<file path="config.mk">
export PLATFORM = sky130hd
export DESIGN_NAME = battery_avg_outlier_reject_flat
export DESIGN_NICKNAME = d
export VERILOG_FILES = /design/src/bavg_pkg.sv /design/src/bavg_ifs.sv /design/src/bavg_ram.sv /design/src/bavg_div.sv /design/src/battery_avg_outlier_reject.sv /design/src/flat_wrapper.sv
export VERILOG_INCLUDE_DIRS = /design/src /design/src/src
export SDC_FILE = /design/constraint.sdc
export NUM_CORES = 1
export LEC_CHECK = 0
export BUFFER_PORTS_ARGS = -buffer_cell sky130_fd_sc_hd__buf_2
export CAP_MARGIN = 20
export CORE_UTILIZATION = 45
export DETAILED_ROUTE_END_ITERATION = 8
export PLACE_DENSITY = 0.73
export SLEW_MARGIN = 20
export SYNTH_ARGS = -nofsm -noshare
export SYNTH_HDL_FRONTEND = slang
export SYNTH_SLANG_ARGS = --single-unit
export TNS_END_PERCENT = 5
</file>
<file path="constraint.sdc">
create_clock -name clk -period 5.3 [get_ports clk]
set_input_delay 1.06 -clock clk [delete_from_list [all_inputs] [get_ports clk]]
set_output_delay 1.06 -clock clk [all_outputs]
set_load 0.02 [all_outputs]
</file>
<file path="src/battery_avg_outlier_reject_assert.svh">
// Assertion macros shared by the battery averager RTL.
`ifndef BATTERY_AVG_OUTLIER_REJECT_ASSERT_SVH
`define BATTERY_AVG_OUTLIER_REJECT_ASSERT_SVH

// Same-cycle implication, sampled on clk and disabled during rst.
`define BAVG_ASSERT_NOW(label, ante, cons, msg) \
  label: assert property (@(posedge clk) disable iff (rst) (ante) |-> (cons)) \
    else $error(msg);

// Next-cycle implication, sampled on clk and disabled during rst.
`define BAVG_ASSERT_NEXT(label, ante, cons, msg) \
  label: assert property (@(posedge clk) disable iff (rst) (ante) |=> (cons)) \
    else $error(msg);

`endif

</file>
<file path="src/bavg_pkg.sv">
// Shared widths, constants and codes of the battery averager.
package bavg_pkg;

  localparam int ADC_W = 12;
  localparam int MV_W = 13;
  localparam int LEVEL_W = 2;
  localparam int KEPT_W = 4;
  localparam int TOL_W = 12;

  localparam int SCALE_NUM = 4587;
  localparam int SCALE_SHIFT = 12;
  localparam int PROD_W = ADC_W + MV_W;
  localparam int MV_MAX = 4586;

  localparam int ROUNDS_DEF = 8;

  localparam int CFG_IDX_W = 2;
  localparam int CFG_DATA_W = 13;

  localparam logic [CFG_IDX_W-1:0] REG_TOLERANCE = 2'd0;
  localparam logic [CFG_IDX_W-1:0] REG_MINIMUM = 2'd1;
  localparam logic [CFG_IDX_W-1:0] REG_LOW = 2'd2;

  localparam logic [TOL_W-1:0] TOL_RESET = 12'd100;
  localparam logic [MV_W-1:0] MINIMUM_RESET = 13'd3400;
  localparam logic [MV_W-1:0] LOW_RESET = 13'd3600;

  localparam logic [LEVEL_W-1:0] LEVEL_NORMAL = 2'd0;
  localparam logic [LEVEL_W-1:0] LEVEL_LOW = 2'd1;
  localparam logic [LEVEL_W-1:0] LEVEL_SHUTDOWN = 2'd2;

endpackage

</file>
<file path="src/bavg_ifs.sv">
// Input and result stream interfaces of the battery averager.
interface bavg_in_if import bavg_pkg::*; ();
  logic valid;
  logic ready;
  logic [ADC_W-1:0] adc_code;

  modport source (output valid, output adc_code, input ready);
  modport sink (input valid, input adc_code, output ready);
endinterface

interface bavg_out_if import bavg_pkg::*; ();
  logic valid;
  logic ready;
  logic [MV_W-1:0] voltage_mv;
  logic [LEVEL_W-1:0] level;
  logic round_done;
  logic [KEPT_W-1:0] kept_samples;

  modport source (output valid, output voltage_mv, output level, output round_done,
                  output kept_samples, input ready);
  modport sink (input valid, input voltage_mv, input level, input round_done,
                input kept_samples, output ready);
endinterface

</file>
<file path="src/bavg_ram.sv">
// Generic single-write, single-read RAM with a registered read port.
module bavg_ram #(
  parameter int WIDTH = 13,
  parameter int DEPTH = 8
) (
  input  logic                                      clk,
  input  logic                                      we,
  input  logic [((DEPTH > 1) ? $clog2(DEPTH) : 1)-1:0] waddr,
  input  logic [WIDTH-1:0]                          wdata,
  input  logic [((DEPTH > 1) ? $clog2(DEPTH) : 1)-1:0] raddr,
  output logic [WIDTH-1:0]                          rdata
);

  logic [WIDTH-1:0] mem [DEPTH];

  always_ff @(posedge clk) begin
    if (we) begin
      mem[waddr] <= wdata;
    end
    rdata <= mem[raddr];
  end

endmodule

</file>
<file path="src/bavg_div.sv">
// Restoring divider that produces one quotient bit per cycle.
module bavg_div #(
  parameter int DIVD_W = 17,
  parameter int DIVS_W = 4
) (
  input  logic              clk,
  input  logic              rst,
  input  logic              start,
  input  logic [DIVD_W-1:0] dividend,
  input  logic [DIVS_W-1:0] divisor,
  output logic              done,
  output logic [DIVD_W-1:0] quotient
);

  localparam int STEP_W = (DIVD_W > 1) ? $clog2(DIVD_W) : 1;

  logic              busy;
  logic [STEP_W-1:0] step;
  logic [DIVD_W-1:0] quo;
  logic [DIVS_W-1:0] rem;
  logic [DIVS_W-1:0] dvs;
  logic [DIVS_W:0]   trial;
  logic [DIVS_W:0]   diff;
  logic              ge;

  assign trial = {rem, quo[DIVD_W-1]};
  assign ge = trial >= {1'b0, dvs};
  assign diff = trial - {1'b0, dvs};
  assign quotient = quo;

  always_ff @(posedge clk) begin
    if (rst) begin
      busy <= 1'b0;
      done <= 1'b0;
      step <= '0;
    end else begin
      done <= 1'b0;
      if (start) begin
        busy <= 1'b1;
        step <= '0;
      end else if (busy) begin
        step <= step + 1'b1;
        if (step == STEP_W'(DIVD_W - 1)) begin
          busy <= 1'b0;
          done <= 1'b1;
        end
      end
    end
  end

  always_ff @(posedge clk) begin
    if (start) begin
      quo <= dividend;
      rem <= '0;
      dvs <= divisor;
    end else if (busy) begin
      quo <= {quo[DIVD_W-2:0], ge};
      rem <= ge ? diff[DIVS_W-1:0] : trial[DIVS_W-1:0];
    end
  end

endmodule

</file>
<file path="src/battery_avg_outlier_reject.sv">
// Battery averager top level: sample store, round sequencer and result register.
// One sample is in work at a time. A sample that does not end a round passes the scale,
// update and output states, and the next is taken once its result is in the output register.
// A round-ending sample also runs the one-bit-per-cycle divider over SUM_W bits, reads the
// stored samples and reruns it for each rejection that leaves samples (SUM_W is 16 here).
// Reset is synchronous: sum, count and filtered voltage clear, registers take defaults.
module battery_avg_outlier_reject import bavg_pkg::*; #(
  parameter int ROUNDS = ROUNDS_DEF
) (
  input  logic                  clk,
  input  logic                  rst,
  bavg_in_if.sink               sample,
  bavg_out_if.source            result,
  input  logic                  cfg_wen,
  input  logic [CFG_IDX_W-1:0]  cfg_index,
  input  logic [CFG_DATA_W-1:0] cfg_data
);

  `include "battery_avg_outlier_reject_assert.svh"

  localparam int ADDR_W = (ROUNDS > 1) ? $clog2(ROUNDS) : 1;
  localparam int CNT_W = $clog2(ROUNDS + 1);
  localparam int SUM_W = $clog2(ROUNDS * MV_MAX + 1);

  typedef enum logic [8:0] {
    ST_IDLE   = 9'b000000001,
    ST_SCALE  = 9'b000000010,
    ST_UPDATE = 9'b000000100,
    ST_DSTART = 9'b000001000,
    ST_DWAIT  = 9'b000010000,
    ST_READ   = 9'b000100000,
    ST_CHECK  = 9'b001000000,
    ST_FINISH = 9'b010000000,
    ST_OUT    = 9'b100000000
  } state_t;

  state_t state;

  logic [TOL_W-1:0] tolerance;
  logic [MV_W-1:0]  minimum;
  logic [MV_W-1:0]  low;

  logic [ADC_W-1:0]  code_q;
  logic [MV_W-1:0]   mv_q;
  logic [PROD_W-1:0] prod;
  logic [SUM_W-1:0]  sum;
  logic [SUM_W-1:0]  sum_next;
  logic [SUM_W-1:0]  wsum;
  logic [CNT_W-1:0]  count;
  logic [CNT_W-1:0]  remain;
  logic [CNT_W-1:0]  remain_next;
  logic [CNT_W-1:0]  idx;
  logic [MV_W-1:0]   avg;
  logic [MV_W-1:0]   filtered;
  logic              done_q;
  logic [KEPT_W-1:0] kept_q;

  logic [MV_W-1:0]  rd_data;
  logic [MV_W-1:0]  dev;
  logic             drop;
  logic             idx_last;
  logic             div_done;
  logic [SUM_W-1:0] div_quo;
  logic             out_load;

  logic              out_valid;
  logic [MV_W-1:0]   out_voltage;
  logic [LEVEL_W-1:0] out_level;
  logic              out_done;
  logic [KEPT_W-1:0] out_kept;
  logic [LEVEL_W-1:0] level_now;

  always_ff @(posedge clk) begin
    if (rst) begin
      tolerance <= TOL_RESET;
      minimum <= MINIMUM_RESET;
      low <= LOW_RESET;
    end else if (cfg_wen) begin
      unique case (cfg_index)
        REG_TOLERANCE: tolerance <= cfg_data[TOL_W-1:0];
        REG_MINIMUM:   minimum <= cfg_data[MV_W-1:0];
        REG_LOW:       low <= cfg_data[MV_W-1:0];
        default: ;
      endcase
    end
  end

  bavg_ram #(
    .WIDTH(MV_W),
    .DEPTH(ROUNDS)
  ) u_store (
    .clk   (clk),
    .we    (state == ST_UPDATE),
    .waddr (count[ADDR_W-1:0]),
    .wdata (mv_q),
    .raddr (idx[ADDR_W-1:0]),
    .rdata (rd_data)
  );

  bavg_div #(
    .DIVD_W(SUM_W),
    .DIVS_W(CNT_W)
  ) u_div (
    .clk      (clk),
    .rst      (rst),
    .start    (state == ST_DSTART),
    .dividend (wsum),
    .divisor  (remain),
    .done     (div_done),
    .quotient (div_quo)
  );

  assign prod = PROD_W'(code_q) * PROD_W'(SCALE_NUM);
  assign sum_next = sum + SUM_W'(mv_q);
  assign dev = (rd_data > avg) ? (rd_data - avg) : (avg - rd_data);
  assign drop = dev > MV_W'(tolerance);
  assign remain_next = remain - 1'b1;
  assign idx_last = idx == CNT_W'(ROUNDS - 1);
  assign out_load = (state == ST_OUT) && (!out_valid || result.ready);

  always_comb begin
    priority if (filtered < minimum) begin
      level_now = LEVEL_SHUTDOWN;
    end else if (filtered < low) begin
      level_now = LEVEL_LOW;
    end else begin
      level_now = LEVEL_NORMAL;
    end
  end

  always_ff @(posedge clk) begin
    if (rst) begin
      state <= ST_IDLE;
      sum <= '0;
      count <= '0;
      filtered <= '0;
      out_valid <= 1'b0;
    end else begin
      if (out_load) begin
        out_valid <= 1'b1;
      end else if (result.ready) begin
        out_valid <= 1'b0;
      end
      unique case (state)
        ST_IDLE: begin
          if (sample.valid) begin
            state <= ST_SCALE;
          end
        end
        ST_SCALE: state <= ST_UPDATE;
        ST_UPDATE: begin
          if (count + 1'b1 == CNT_W'(ROUNDS)) begin
            sum <= '0;
            count <= '0;
            state <= ST_DSTART;
          end else begin
            sum <= sum_next;
            count <= count + 1'b1;
            state <= ST_OUT;
          end
        end
        ST_DSTART: state <= ST_DWAIT;
        ST_DWAIT: begin
          if (div_done) begin
            state <= (idx == CNT_W'(ROUNDS)) ? ST_FINISH : ST_READ;
          end
        end
        ST_READ: state <= ST_CHECK;
        ST_CHECK: begin
          priority if (drop && remain_next != '0) begin
            state <= ST_DSTART;
          end else if (idx_last) begin
            state <= ST_FINISH;
          end else begin
            state <= ST_READ;
          end
        end
        ST_FINISH: begin
          if (remain != '0) begin
            filtered <= avg;
          end
          state <= ST_OUT;
        end
        ST_OUT: begin
          if (out_load) begin
            state <= ST_IDLE;
          end
        end
        default: state <= ST_IDLE;
      endcase
    end
  end

  always_ff @(posedge clk) begin
    if (state == ST_IDLE && sample.valid) begin
      code_q <= sample.adc_code;
    end
    if (state == ST_SCALE) begin
      mv_q <= prod[PROD_W-1:SCALE_SHIFT];
    end
    if (state == ST_UPDATE) begin
      wsum <= sum_next;
      remain <= CNT_W'(ROUNDS);
      idx <= '0;
      done_q <= 1'b0;
      kept_q <= '0;
    end
    if (state == ST_DWAIT && div_done) begin
      avg <= div_quo[MV_W-1:0];
    end
    if (state == ST_CHECK) begin
      idx <= idx + 1'b1;
      if (drop) begin
        wsum <= wsum - SUM_W'(rd_data);
        remain <= remain_next;
      end
    end
    if (state == ST_FINISH) begin
      done_q <= 1'b1;
      kept_q <= KEPT_W'(remain);
    end
    if (out_load) begin
      out_voltage <= filtered;
      out_level <= level_now;
      out_done <= done_q;
      out_kept <= kept_q;
    end
  end

  assign sample.ready = state == ST_IDLE;
  assign result.valid = out_valid;
  assign result.voltage_mv = out_voltage;
  assign result.level = out_level;
  assign result.round_done = out_done;
  assign result.kept_samples = out_kept;

  `BAVG_ASSERT_NOW(a_count_in_range, state == ST_IDLE, count < CNT_W'(ROUNDS), "sample count reached the round length while idle")
  `BAVG_ASSERT_NOW(a_kept_only_on_round, result.valid && !result.round_done, result.kept_samples == '0, "kept count reported without a completed round")
  `BAVG_ASSERT_NOW(a_kept_bounded, result.valid, result.kept_samples <= KEPT_W'(ROUNDS), "more samples kept than a round holds")
  `BAVG_ASSERT_NEXT(a_one_item_at_a_time, sample.valid && sample.ready, !sample.ready, "a second sample was taken while one is in work")

endmodule

</file>
<file path="src/flat_wrapper.sv">
// flat-port wrapper written by rule: the top's interface ports become plain ports
module battery_avg_outlier_reject_flat import bavg_pkg::*;
#(
  parameter int ROUNDS = ROUNDS_DEF
)
  (clk, rst, cfg_wen, cfg_index, cfg_data, sample_valid, sample_adc_code, sample_ready, result_valid, result_voltage_mv, result_level, result_round_done, result_kept_samples, result_ready);
  bavg_in_if sample_i ();
  bavg_out_if result_i ();
  input  logic clk;
  input  logic rst;
  input  logic cfg_wen;
  input  logic [CFG_IDX_W-1:0] cfg_index;
  input  logic [CFG_DATA_W-1:0] cfg_data;
  input wire logic [$bits(sample_i.valid)-1:0] sample_valid;
  input wire logic [$bits(sample_i.adc_code)-1:0] sample_adc_code;
  output wire logic [$bits(sample_i.ready)-1:0] sample_ready;
  output wire logic [$bits(result_i.valid)-1:0] result_valid;
  output wire logic [$bits(result_i.voltage_mv)-1:0] result_voltage_mv;
  output wire logic [$bits(result_i.level)-1:0] result_level;
  output wire logic [$bits(result_i.round_done)-1:0] result_round_done;
  output wire logic [$bits(result_i.kept_samples)-1:0] result_kept_samples;
  input wire logic [$bits(result_i.ready)-1:0] result_ready;
  assign sample_i.valid = sample_valid;
  assign sample_i.adc_code = sample_adc_code;
  assign sample_ready = sample_i.ready;
  assign result_valid = result_i.valid;
  assign result_voltage_mv = result_i.voltage_mv;
  assign result_level = result_i.level;
  assign result_round_done = result_i.round_done;
  assign result_kept_samples = result_i.kept_samples;
  assign result_i.ready = result_ready;
  battery_avg_outlier_reject #(.ROUNDS(ROUNDS)) u_core (.clk(clk), .rst(rst), .sample(sample_i), .result(result_i), .cfg_wen(cfg_wen), .cfg_index(cfg_index), .cfg_data(cfg_data));
endmodule
</file>
==> impl_metrics.toml, run 1 <==
[routing]
viasPerCell = 5.32
drt_iter0_drc = 772
firstDrtPassIters = 5
routed_wl_um = 36700
route.detailed.drc = 0
avgRoutedWirePerCell_um = 16.8
drt.antenna.violating_nets = 0
num_vias = 11600

[synth]
async_flop_share_pct = 0
yosys.cell_types.count = 76
avgSynthCellArea_um2 = 11.1
synth_seq_area_share_pct = 47.0
synth_cells = 1572
synth_warnings = 0
syn_area_um2 = 17500
ys_seq_elements = 315
ys.flop_type = "edfxtp_1"
synth_edf_count = 190
synth_fp_nets = 1827

[die]
io_pins = 54
core_um2 = 37900
die_height_um = 199
dieArea_um2 = 39600
start_util_pct = 46.0
row_count = 71
dieWidth_um = 199

[sta]
fmax_mhz = 197
setup_viol = 0
timing.hold.ws_ns = 0.421
drv_slew = 0
layout_min_cycle_time_ns = 5.08
skew_ns = 0.0220
hold_violations = 0
slew_headroom_pct = 35.1
worst_pin_slew_ns = 0.970
min_period_over_period_pct = 95.8

[setup_path]
critPathArrivalTime_ns = 5.36
end_kind = "flip-flop"
cp.required_ns = 5.58
cp-startpoint = "u_core.code_q[5]$_DFFE_PP_"
critPathKind = "reg -> reg"
r2r-start = "u_core.code_q[5]$_DFFE_PP_"
critPathLaunchType = "flip-flop"
crit_fanout = 3

[pwr]
p_sw_w = 0.00297
p_sw_share_pct = 33.5
pwr-share-comb_pct = 37.8
finalPower_w = 0.00888
seqPwrFrac_pct = 34.4
p_clk_share_pct = 27.8
peakVddDrop_v = 0.000417
p_per_area_nw_per_um2 = 449
leakagePower_nw = 8.22
p_int_w = 0.00591

[run]
cap_violations = 0

[cts]
clock_latency_ns = 0.53
cts_sinks = 315
cts_tree = "done"
h-tree-depth = 2
clock_path_buffers = 3
cts_made_buffers = 34
path_clk_slew_ns = 0.06
cts_root_buffer = "clkbuf_16"

[cells_and_area]
layout.cells.non_filler = 2188
drive_gt1_share_pct = 14.5
nets = 1906
seqCellArea_um2 = 8210
fillers = 3257
fin_util_pct = 52.1
area_growth_pct = 13.1
multi_input_area_um2 = 8480
num_antenna_cells = 0

[grt]
grt_max_degree = 85
grt_pass1_wl_um = 58500
grtUsageTotal_pct = 18.7
overflow = 0
antenna_found_initial = 0
first_global_vias = 11700

[placed_design]
dp.cells = 2123
globalplace.congestion = 0.935
dp_hpwl_um = 27200
portBuffers = 53

[status]
outcome = "complete, no violations"

[min_path]
hp-start = "u_core.kept_q[1]$_SDFFCE_PN0P_"
hold_class = "reg -> reg"
==> kinds of logic after synthesis <==
family | Yosys count | share of synthesized area, %
xor gates and xnor gates | 49 | 2.46
AOI/OAI and AO/OA | 260 | 9.66
muxes | 83 | 6.77
and+or+nand+nor | 409 | 10.7
DFF | 315 | 47.0
buffers and inverters | 233 | 5.23
adders and majority gates | 223 | 18.2
==> cell type report <==
| class | instances | area share (%) |
|---|---|---|
| sequential | 315 | 41.5 |
| multi-input combinational | 1024 | 42.9 |
| tap | 511 | 3.24 |
| timing repair buffer | 93 | 2.90 |
| clock inverter | 20 | 1.28 |
| clock buffer | 42 | 4.66 |
| inverter | 183 | 3.48 |
==> power groups by stage <==
stage               clock [W]  sequential, W  combinational [W]
floorplan                   0        0.00304            0.00243
global placement            0        0.00310            0.00299
detailed placement          0        0.00311            0.00310
CTS                   0.00251        0.00305            0.00319
global route          0.00261        0.00307            0.00387
finish                0.00247        0.00306            0.00335
==> cells in the mapped netlist, drive strengths merged (3+ instances only) <==
| library cell | n | share of area (%) |
|---|---|---|
| edfxtp | 190 | 33 |
| inv | 183 | 3.9 |
| ha | 171 | 12 |
| nand2 | 165 | 3.5 |
| dfxtp | 125 | 14 |
| nor2 | 111 | 2.4 |
| a21oi | 106 | 3.1 |
| fa | 52 | 6.0 |
| o21ai | 44 | 1.3 |
| mux2i | 36 | 2.1 |
| clkbuf | 32 | 0.69 |
| xnor2 | 30 | 1.5 |
| nor3 | 29 | 0.86 |
| mux4 | 26 | 3.4 |
| a21o | 24 | 1.0 |
| mux2 | 21 | 1.4 |
| xor2 | 19 | 0.95 |
| buf | 18 | 0.61 |
| nand2b | 18 | 0.64 |
| nand3 | 17 | 0.49 |
| o21a | 13 | 0.56 |
| a211oi | 12 | 0.69 |
| nand4 | 12 | 0.43 |
| a211o | 11 | 0.55 |
| nor2b | 9 | 0.32 |
| or3 | 9 | 0.32 |
| nand3b | 8 | 0.34 |
| o21bai | 6 | 0.26 |
| a22oi | 5 | 0.21 |
| a31oi | 5 | 0.18 |
| and2 | 5 | 0.18 |
| nand4b | 5 | 0.25 |
| or2 | 5 | 0.18 |
| nor4 | 4 | 0.14 |
| a21boi | 3 | 0.13 |
| and4b | 3 | 0.17 |
| o22ai | 3 | 0.11 |
| o31ai | 3 | 0.13 |
| or4 | 3 | 0.13 |
==> registers in the layout (all words and copies together) (netlist names), 16 cells and up <==
signal                 count
u_core.u_store.mem       104
u_core.sum                16
u_core.u_div.quotient     16
u_core.wsum               16
==> stage by stage <==
step                      setup TNS [ns]  instance area (µm²)  worst slack, ns
final                                  0                19800            0.221
after global routing             -0.0482                19800          -0.0175
after CTS                              0                19600           0.0615
after detailed placement          -0.330                18500           -0.125
after global placement                 0                18500           0.0429
after floorplan                        0                17500            0.192
==> routing by layer <==
layer  vias to the layer above  track usage (%)  wire (µm)
met4                         0             5.56        958
met1                      5643             24.2      16200
met2                       260             32.3      17900
li1                       5664                -          -
met5                         -                0          0
met3                        72             2.81       1650
==> critical path: stages (launching register included) <==
cell and delay [ns]:
edfxtp_1 0.41, fa_1 0.58, inv_1 0.06, fa_1 0.45
fa_1 0.55, inv_2 0.05, fa_1 0.48, inv_2 0.04
fa_1 0.51, inv_2 0.05, ha_4 0.26, nand3_1 0.07
a221o_1 0.29, a21boi_2 0.20, o21ai_2 0.13, a31oi_4 0.23
nand4_1 0.10, nand4b_1 0.17, a21oi_2 0.09, xnor2_1 0.12
==> layout by cell type, fill, tap and decap left out, drive strengths merged, types with 11 or more instances in the layout <==
cell type | netlist | routed
nand2 | 165 | 165
mux4 | 26 | 26
a211o | 11 | 11
inv | 183 | 186
dfxtp | 125 | 125
o21ai | 44 | 44
o21a | 13 | 13
a211oi | 12 | 12
nor3 | 29 | 29
xnor2 | 30 | 30
clkinv | 0 | 11
a21o | 24 | 24
nand2b | 18 | 18
clkbuf | 32 | 42
mux2i | 36 | 36
nand3 | 17 | 17
xor2 | 19 | 19
edfxtp | 190 | 190
nor2 | 111 | 111
ha | 171 | 171
buf | 18 | 93
fa | 52 | 52
nand4 | 12 | 12
a21oi | 106 | 106
mux2 | 21 | 21
==> path summary, 6_finish.rpt <==
check,end,slack (ns),depth (start not counted)
worst min register to register,u_core.result.kept_samples[1]$_DFFE_PP_,0.42,0
worst min-delay path,u_core.result.kept_samples[1]$_DFFE_PP_,0.42,0
worst max register to register,u_core.mv_q[11]$_DFFE_PP_,0.22,19
worst max-delay path,u_core.mv_q[11]$_DFFE_PP_,0.22,19
==> what timing repair did <==
item | in CTS | in global routing
pin swaps | 0 | 12
gates cloned | 0 | 0
setup buffers | 0 | 3
hold buffers | 0 | 0
gates resized for setup | 3 | 18
endpoints found under the setup margin | 3 | 25
Note: power is estimated with default switching activity, not from simulation.
==> inputs of run 2 (changes only) <==
Settings changed: PLACE_DENSITY 0.73 to 0.71.
Clock period 5.3 ns to 6.21 ns, I/O delays scaled along.
==> run 2 against run 1 <==
Clock skew decreased by 0.0077 ns. Maximum frequency decreased by 9.2%. Highest routed layer unchanged. Sequential power decreased by 15%. Count of clock-buffer cells in the layout is 2 lower. Non-clock buffer count fell by 22. Combinational power shrank 22%. Core utilization decreased by 0.78 points. Setup slack better by 0.40 ns. Die area stayed put. Cell count shrank 1.1%. First-iteration DRC count shrank 27%.
==> impl_metrics.toml, run 2 (synthesis gave the netlist of run 1 again) <==
[setup_path]
critPathLaunchType = "flip-flop"
cp.required_ns = 6.62
reg2reg_depth = 22
rrSetupSlack_ns = 0.62
reg2reg_to = "u_core.wsum[14]$_DFF_P_"
critPathKind = "reg -> reg"
r2r-start = "u_core.u_store.rdata[1]$_DFF_P_"
cp-startpoint = "u_core.u_store.rdata[1]$_DFF_P_"
end_kind = "flip-flop"
crit_fanout = 39
crit_end = "u_core.wsum[14]$_DFF_P_"
critPathArrivalTime_ns = 6.01

[die]
die_height_um = 199
dieWidth_um = 199
row_count = 71
core_um2 = 37900
dieArea_um2 = 39600
start_util_pct = 46.0
io_pins = 54

[routing]
routed_wl_um = 35900
viasPerCell = 5.28
firstDrtPassIters = 5
num_vias = 11400
drt.antenna.violating_nets = 0
drt_iter0_drc = 561
route.detailed.drc = 0
avgRoutedWirePerCell_um = 16.6

[cts]
h-tree-depth = 2
clock_path_buffers = 3
cts_sinks = 315
cts_root_buffer = "clkbuf_16"
postCtsHoldBufs = 0
cts_setup_buffers = 0
clock_latency_ns = 0.52
cts_made_buffers = 34
path_clk_slew_ns = 0.06
cts_resized = 0
cts_tree = "done"

[placed_design]
dp_hpwl_um = 26500
globalplace.congestion = 0.865
portBuffers = 53
dp.cells = 2102
pre_cts_ws_ns = 0.634

[grt]
overflow = 0
first_global_vias = 11500
grtUsageTotal_pct = 18.9
grt_pass1_wl_um = 58800
grt_max_degree = 85
antenna_found_initial = 0

[cells_and_area]
drive_gt1_share_pct = 12.2
num_antenna_cells = 0
layout.cells.non_filler = 2165
regMostFlops = "u_core.u_store.mem"
final_cell_mix = "edfxtp_1, inv_1, ha_1"
nets = 1884
largest_reg_flops = 104
area_growth_pct = 11.5
final_common_cell = "edfxtp_1"

[run]
cap_violations = 0

[sta]
finalSetupTns_ns = 0
drv_slew = 0
hold_violations = 0
layout_min_cycle_time_ns = 5.59
rsz0062_at_grt = "false"
timing.hold.ws_ns = 0.425
setup_viol = 0
skew_ns = 0.0144
fmax_mhz = 179
worst_pin_slew_ns = 0.947
min_period_over_period_pct = 90.1
fin_ws_ns = 0.617
slew_headroom_pct = 36.6

[pwr]
p_per_area_nw_per_um2 = 374
leakagePower_nw = 8.09
peakVddDrop_v = 0.000395

[min_path]
hold_class = "reg -> reg"

[status]
outcome = "complete, no violations"
## run 2: cell types whose count changed in the layout (fill, tap and decap cells not counted), moves of 3 or more
cell,delta
ha_1,+3
clkinv_1,+3
clkbuf_8,-4
buf_4,-22
inv_2,-3
inv_1,+3
## run 2: report_power, final
part	internal, W	switching [W]
clock network	0.00124	0.000809
registers	0.00248	0.000135
logic	0.00117	0.00145
## run 2: worst max-delay path: stages (launching register included)
cell	delay, ns
dfxtp_1	0.42
inv_1	0.14
ha_1	0.35
nor2b_1	0.16
o31a_1	0.27
o221ai_2	0.19
a21oi_2	0.10
o21ai_4	0.36
mux2_2	0.38
a221oi_1	0.39
o31ai_1	0.11
a21oi_1	0.19
xnor2_1	0.09
ha_1	0.19
or3_1	0.35
a221oi_1	0.25
a211o_1	0.22
nand2b_1	0.06
mux2i_1	0.46
nor2_2	0.07
buf_4	0.27
mux2_2	0.31
o21a_1	0.16
## run 2: metrics by stage
step	util [%]	instance area [µm²]	power, W
floorplan	-	17500	0.00467
global placement	48.2	18300	0.00517
detailed placement	48.2	18300	0.00528
CTS	51.2	19400	0.00737
global route	51.3	19500	0.00791
finish	51.3	19500	0.00728
## run 2: how the worst min path moves through the flow
| stage | end | from | depth (start not counted) | slack (ns) |
|---|---|---|---|---|
| final | u_core.result.kept_samples[0]$_DFFE_PP_ | u_core.kept_q[0]$_SDFFCE_PN0P_ | 0 | 0.42 |
| after floorplan | u_core.result.kept_samples[0]$_DFFE_PP_ | u_core.kept_q[0]$_SDFFCE_PN0P_ | 0 | 0.40 |
| after CTS | u_core.result.kept_samples[0]$_DFFE_PP_ | u_core.kept_q[0]$_SDFFCE_PN0P_ | 0 | 0.42 |
| after global routing | u_core.result.kept_samples[0]$_DFFE_PP_ | u_core.kept_q[0]$_SDFFCE_PN0P_ | 0 | 0.43 |
| after detailed placement | u_core.result.kept_samples[2]$_DFFE_PP_ | u_core.kept_q[2]$_SDFFCE_PN0P_ | 0 | 0.41 |
| after global placement | u_core.result.kept_samples[1]$_DFFE_PP_ | u_core.kept_q[1]$_SDFFCE_PN0P_ | 0 | 0.40 |
## run 2: layout make-up
class                      count  area, µm²
fill                        3322      18500
multi-input combinational   1024       8390
sequential                   315       8210
clock buffer                  40        895
inverter                     183        687
tap                          511        639
timing repair buffer          71        408
clock inverter                21        240
## run 2: routing by layer
layer	vias to the layer above	wire [µm]	part of all wire, %	GRT usage [%]
li1	5627	-	-	-
met1	5507	16100	45	24.6
met2	242	17500	49	32.6
met3	48	1410	3.9	2.41
met4	0	828	2.3	5.75
met5	-	0	0	0
==> inputs of run 3 (changes only) <==
Settings changed: SYNTH_HIERARCHICAL set to 1.
==> run 3 against run 2 <==
Count of clock-buffer cells in the layout is 8 higher. Maximum frequency is 1.3% higher. Clock power barely moved. Critical path depth down 2. Global-route usage grew 0.14 points. Power increased by 2.6%. Worst hold slack worse by 0.0077 ns. Via count rose by 0.19%. Sequential share of layout area is 0.22 points lower. Clock skew is 0.0072 ns higher. Sequential power barely moved. First-iteration DRC count is 18% higher. Critical endpoint is now u_core/wsum[14]$_DFF_P_. Largest cell class unchanged.
==> impl_metrics.toml, run 3 <==
[status]
outcome = "complete, no violations"

[sta]
fmax_mhz = 181
slew_headroom_pct = 28.9
hold_violations = 0
drv_slew = 0
finalSetupTns_ns = 0
fin_ws_ns = 0.690
setup_viol = 0
worst_pin_slew_ns = 1.06
timing.hold.ws_ns = 0.417
rsz0062_at_grt = "false"
min_period_over_period_pct = 88.9
layout_min_cycle_time_ns = 5.52
skew_ns = 0.0215

[cts]
h-tree-depth = 2
clock_path_buffers = 3
cts_sinks = 315
cts_tree = "done"
clock_latency_ns = 0.54
cts_resized = 0
path_clk_slew_ns = 0.06
cts_root_buffer = "clkbuf_16"
cts_setup_buffers = 0
postCtsHoldBufs = 0
cts_made_buffers = 36

[grt]
overflow = 0
grt_pass1_wl_um = 58900
grtUsageTotal_pct = 19.0
first_global_vias = 11500
antenna_found_initial = 0
grt_max_degree = 82

[cells_and_area]
nets = 1865
drive_gt1_share_pct = 11.0
largest_reg_flops = 104
final_cell_mix = "edfxtp_1, inv_1, ha_1"
regMostFlops = "u_core/u_store/mem"
layout.cells.non_filler = 2149
final_common_cell = "edfxtp_1"
fillers = 3338
area_growth_pct = 11.5
num_antenna_cells = 0
fin_util_pct = 51.5

[die]
die_height_um = 200
start_util_pct = 46.2
io_pins = 54
core_um2 = 38000
dieWidth_um = 200
dieArea_um2 = 39800
row_count = 71

[pwr]
leakagePower_nw = 8.21
peakVddDrop_v = 0.000365
p_per_area_nw_per_um2 = 382

[synth]
ys_seq_elements = 315
avgSynthCellArea_um2 = 11.4
synth_area_leaders = "edfxtp_1, dfxtp_1, ha_1"
synth_seq_area_share_pct = 46.8
synth_common_cells = "edfxtp_1, inv_1, ha_1, nand2_1, dfxtp_1"
ys.flop_type = "edfxtp_1"
synth_fp_nets = 1797
synth.top_cell.area_share_pct = 32.5
yosys.area.top_type = "edfxtp_1"
synth_warnings = 6
synth_cells = 1542
yosys.cell_types.count = 76
synth_edf_count = 190
syn_area_um2 = 17600
async_flop_share_pct = 0
post-synth-top-count-cell = "edfxtp_1"

[setup_path]
crit_fanout = 15
r2r-start = "u_core/avg[8]$_DFFE_PP_"
reg2reg_to = "u_core/wsum[14]$_DFF_P_"
critPathKind = "reg -> reg"
critPathArrivalTime_ns = 5.95
cp_top_family = "compound AO/OA/AOI/OAI gates"
crit_end = "u_core/wsum[14]$_DFF_P_"
end_kind = "flip-flop"
critPathLaunchType = "flip-flop"
path_common_cell = "a21o_1"
slowest_stage = "a2111oi_2"
slowest_delay_ns = 0.59
rrSetupSlack_ns = 0.69
cp-startpoint = "u_core/avg[8]$_DFFE_PP_"
reg2reg_depth = 20
cp.required_ns = 6.64
critPathBufInv = 1
crit_chain = "inv_1, ha_1, nand2_1, nor2_1, o211ai_1, a21oi_4, mux2_2, a21oi_1, o21ai_0, a31oi_1, xnor2_1, ha_1, a21o_1, a21o_1, o21ai_0, a31oi_1, a2111oi_2, a211o_1, mux2_1, a21o_1"
crit_cells = 20

[placed_design]
globalplace.congestion = 0.888
pre_cts_ws_ns = 0.732
dp_hpwl_um = 27200
dp.cells = 2083
portBuffers = 53

[routing]
drt.antenna.violating_nets = 0
drt_iter0_drc = 663
viasPerCell = 5.33
num_vias = 11400
routed_wl_um = 37000
avgRoutedWirePerCell_um = 17.2
route.detailed.drc = 0
firstDrtPassIters = 5

[run]
cap_violations = 0

[min_path]
hold_class = "reg -> reg"
-- run 3: cell count changes after synthesis, moves of 7 or more --
cell / previous run / this run
a21oi_1: 104 / 79
clkbuf_1: 32 / 24
mux2_2: 21 / 35
mux2i_1: 36 / 26
mux4_1: 0 / 24
mux4_2: 26 / 2
nand2_1: 165 / 129
nand3_1: 17 / 24
nor2b_1: 9 / 16
o21ai_1: 1 / 11
xor2_1: 19 / 26
-- run 3: kinds of logic after synthesis --
family | count (synthesis) | share of synthesized area [%]
flops | 315 | 46.8
xor+xnor | 50 | 2.49
simple gates | 380 | 10.1
compound gates | 258 | 9.71
mux | 89 | 7.72
buf+inv | 227 | 5.14
fa+ha+maj | 223 | 18.1
-- run 3: power breakdown --
part	switching [W]	leakage [nW]	total, W	internal, W
combinational	0.00149	4.88	0.00276	0.00127
clock	0.000835	0.567	0.00208	0.00125
sequential	0.000137	2.76	0.00263	0.00249
total	0.00247	8.21	0.00747	0.00501
-- run 3: routing by layer --
metal	share of wire (%)	vias to the layer above	track usage [%]
met5	0	-	0
met4	3.0	0	7.32
met3	4.0	62	2.95
met2	49	256	33.8
met1	44	5521	23.1
li1	-	5607	-
-- run 3: layout make-up --
| class | count | area, µm² | area share [%] |
|---|---|---|---|
| tap | 511 | 639 | 3.27 |
| clock buffer | 48 | 987 | 5.05 |
| sequential | 315 | 8210 | 41.9 |
| timing repair buffer | 71 | 400 | 2.05 |
| clock inverter | 18 | 175 | 0.895 |
| multi-input combinational | 1000 | 8460 | 43.2 |
| inverter | 186 | 698 | 3.57 |
-- run 3: how the worst min path moves through the flow --
stage / startpoint / to / slack (ns) / depth (start not counted)
floorplan: u_core/kept_q[0]$_SDFFCE_PN0P_ / u_core/result.kept_samples[0]$_DFFE_PP_ / 0.40 / 0
global placement: u_core/kept_q[3]$_SDFFCE_PN0P_ / u_core/result.kept_samples[3]$_DFFE_PP_ / 0.41 / 0
detailed placement: u_core/kept_q[0]$_SDFFCE_PN0P_ / u_core/result.kept_samples[0]$_DFFE_PP_ / 0.41 / 0
CTS: u_core/kept_q[0]$_SDFFCE_PN0P_ / u_core/result.kept_samples[0]$_DFFE_PP_ / 0.42 / 0
global route: u_core/kept_q[0]$_SDFFCE_PN0P_ / u_core/result.kept_samples[0]$_DFFE_PP_ / 0.42 / 0
finish: u_core/kept_q[0]$_SDFFCE_PN0P_ / u_core/result.kept_samples[0]$_DFFE_PP_ / 0.42 / 0
-- run 3: stage by stage --
stage                     power (W)  cell area [µm²]
after floorplan             0.00485            17600
after global placement      0.00534            18400
after detailed placement    0.00543            18400
after CTS                   0.00755            19600
after global routing        0.00808            19600
final                       0.00747            19600
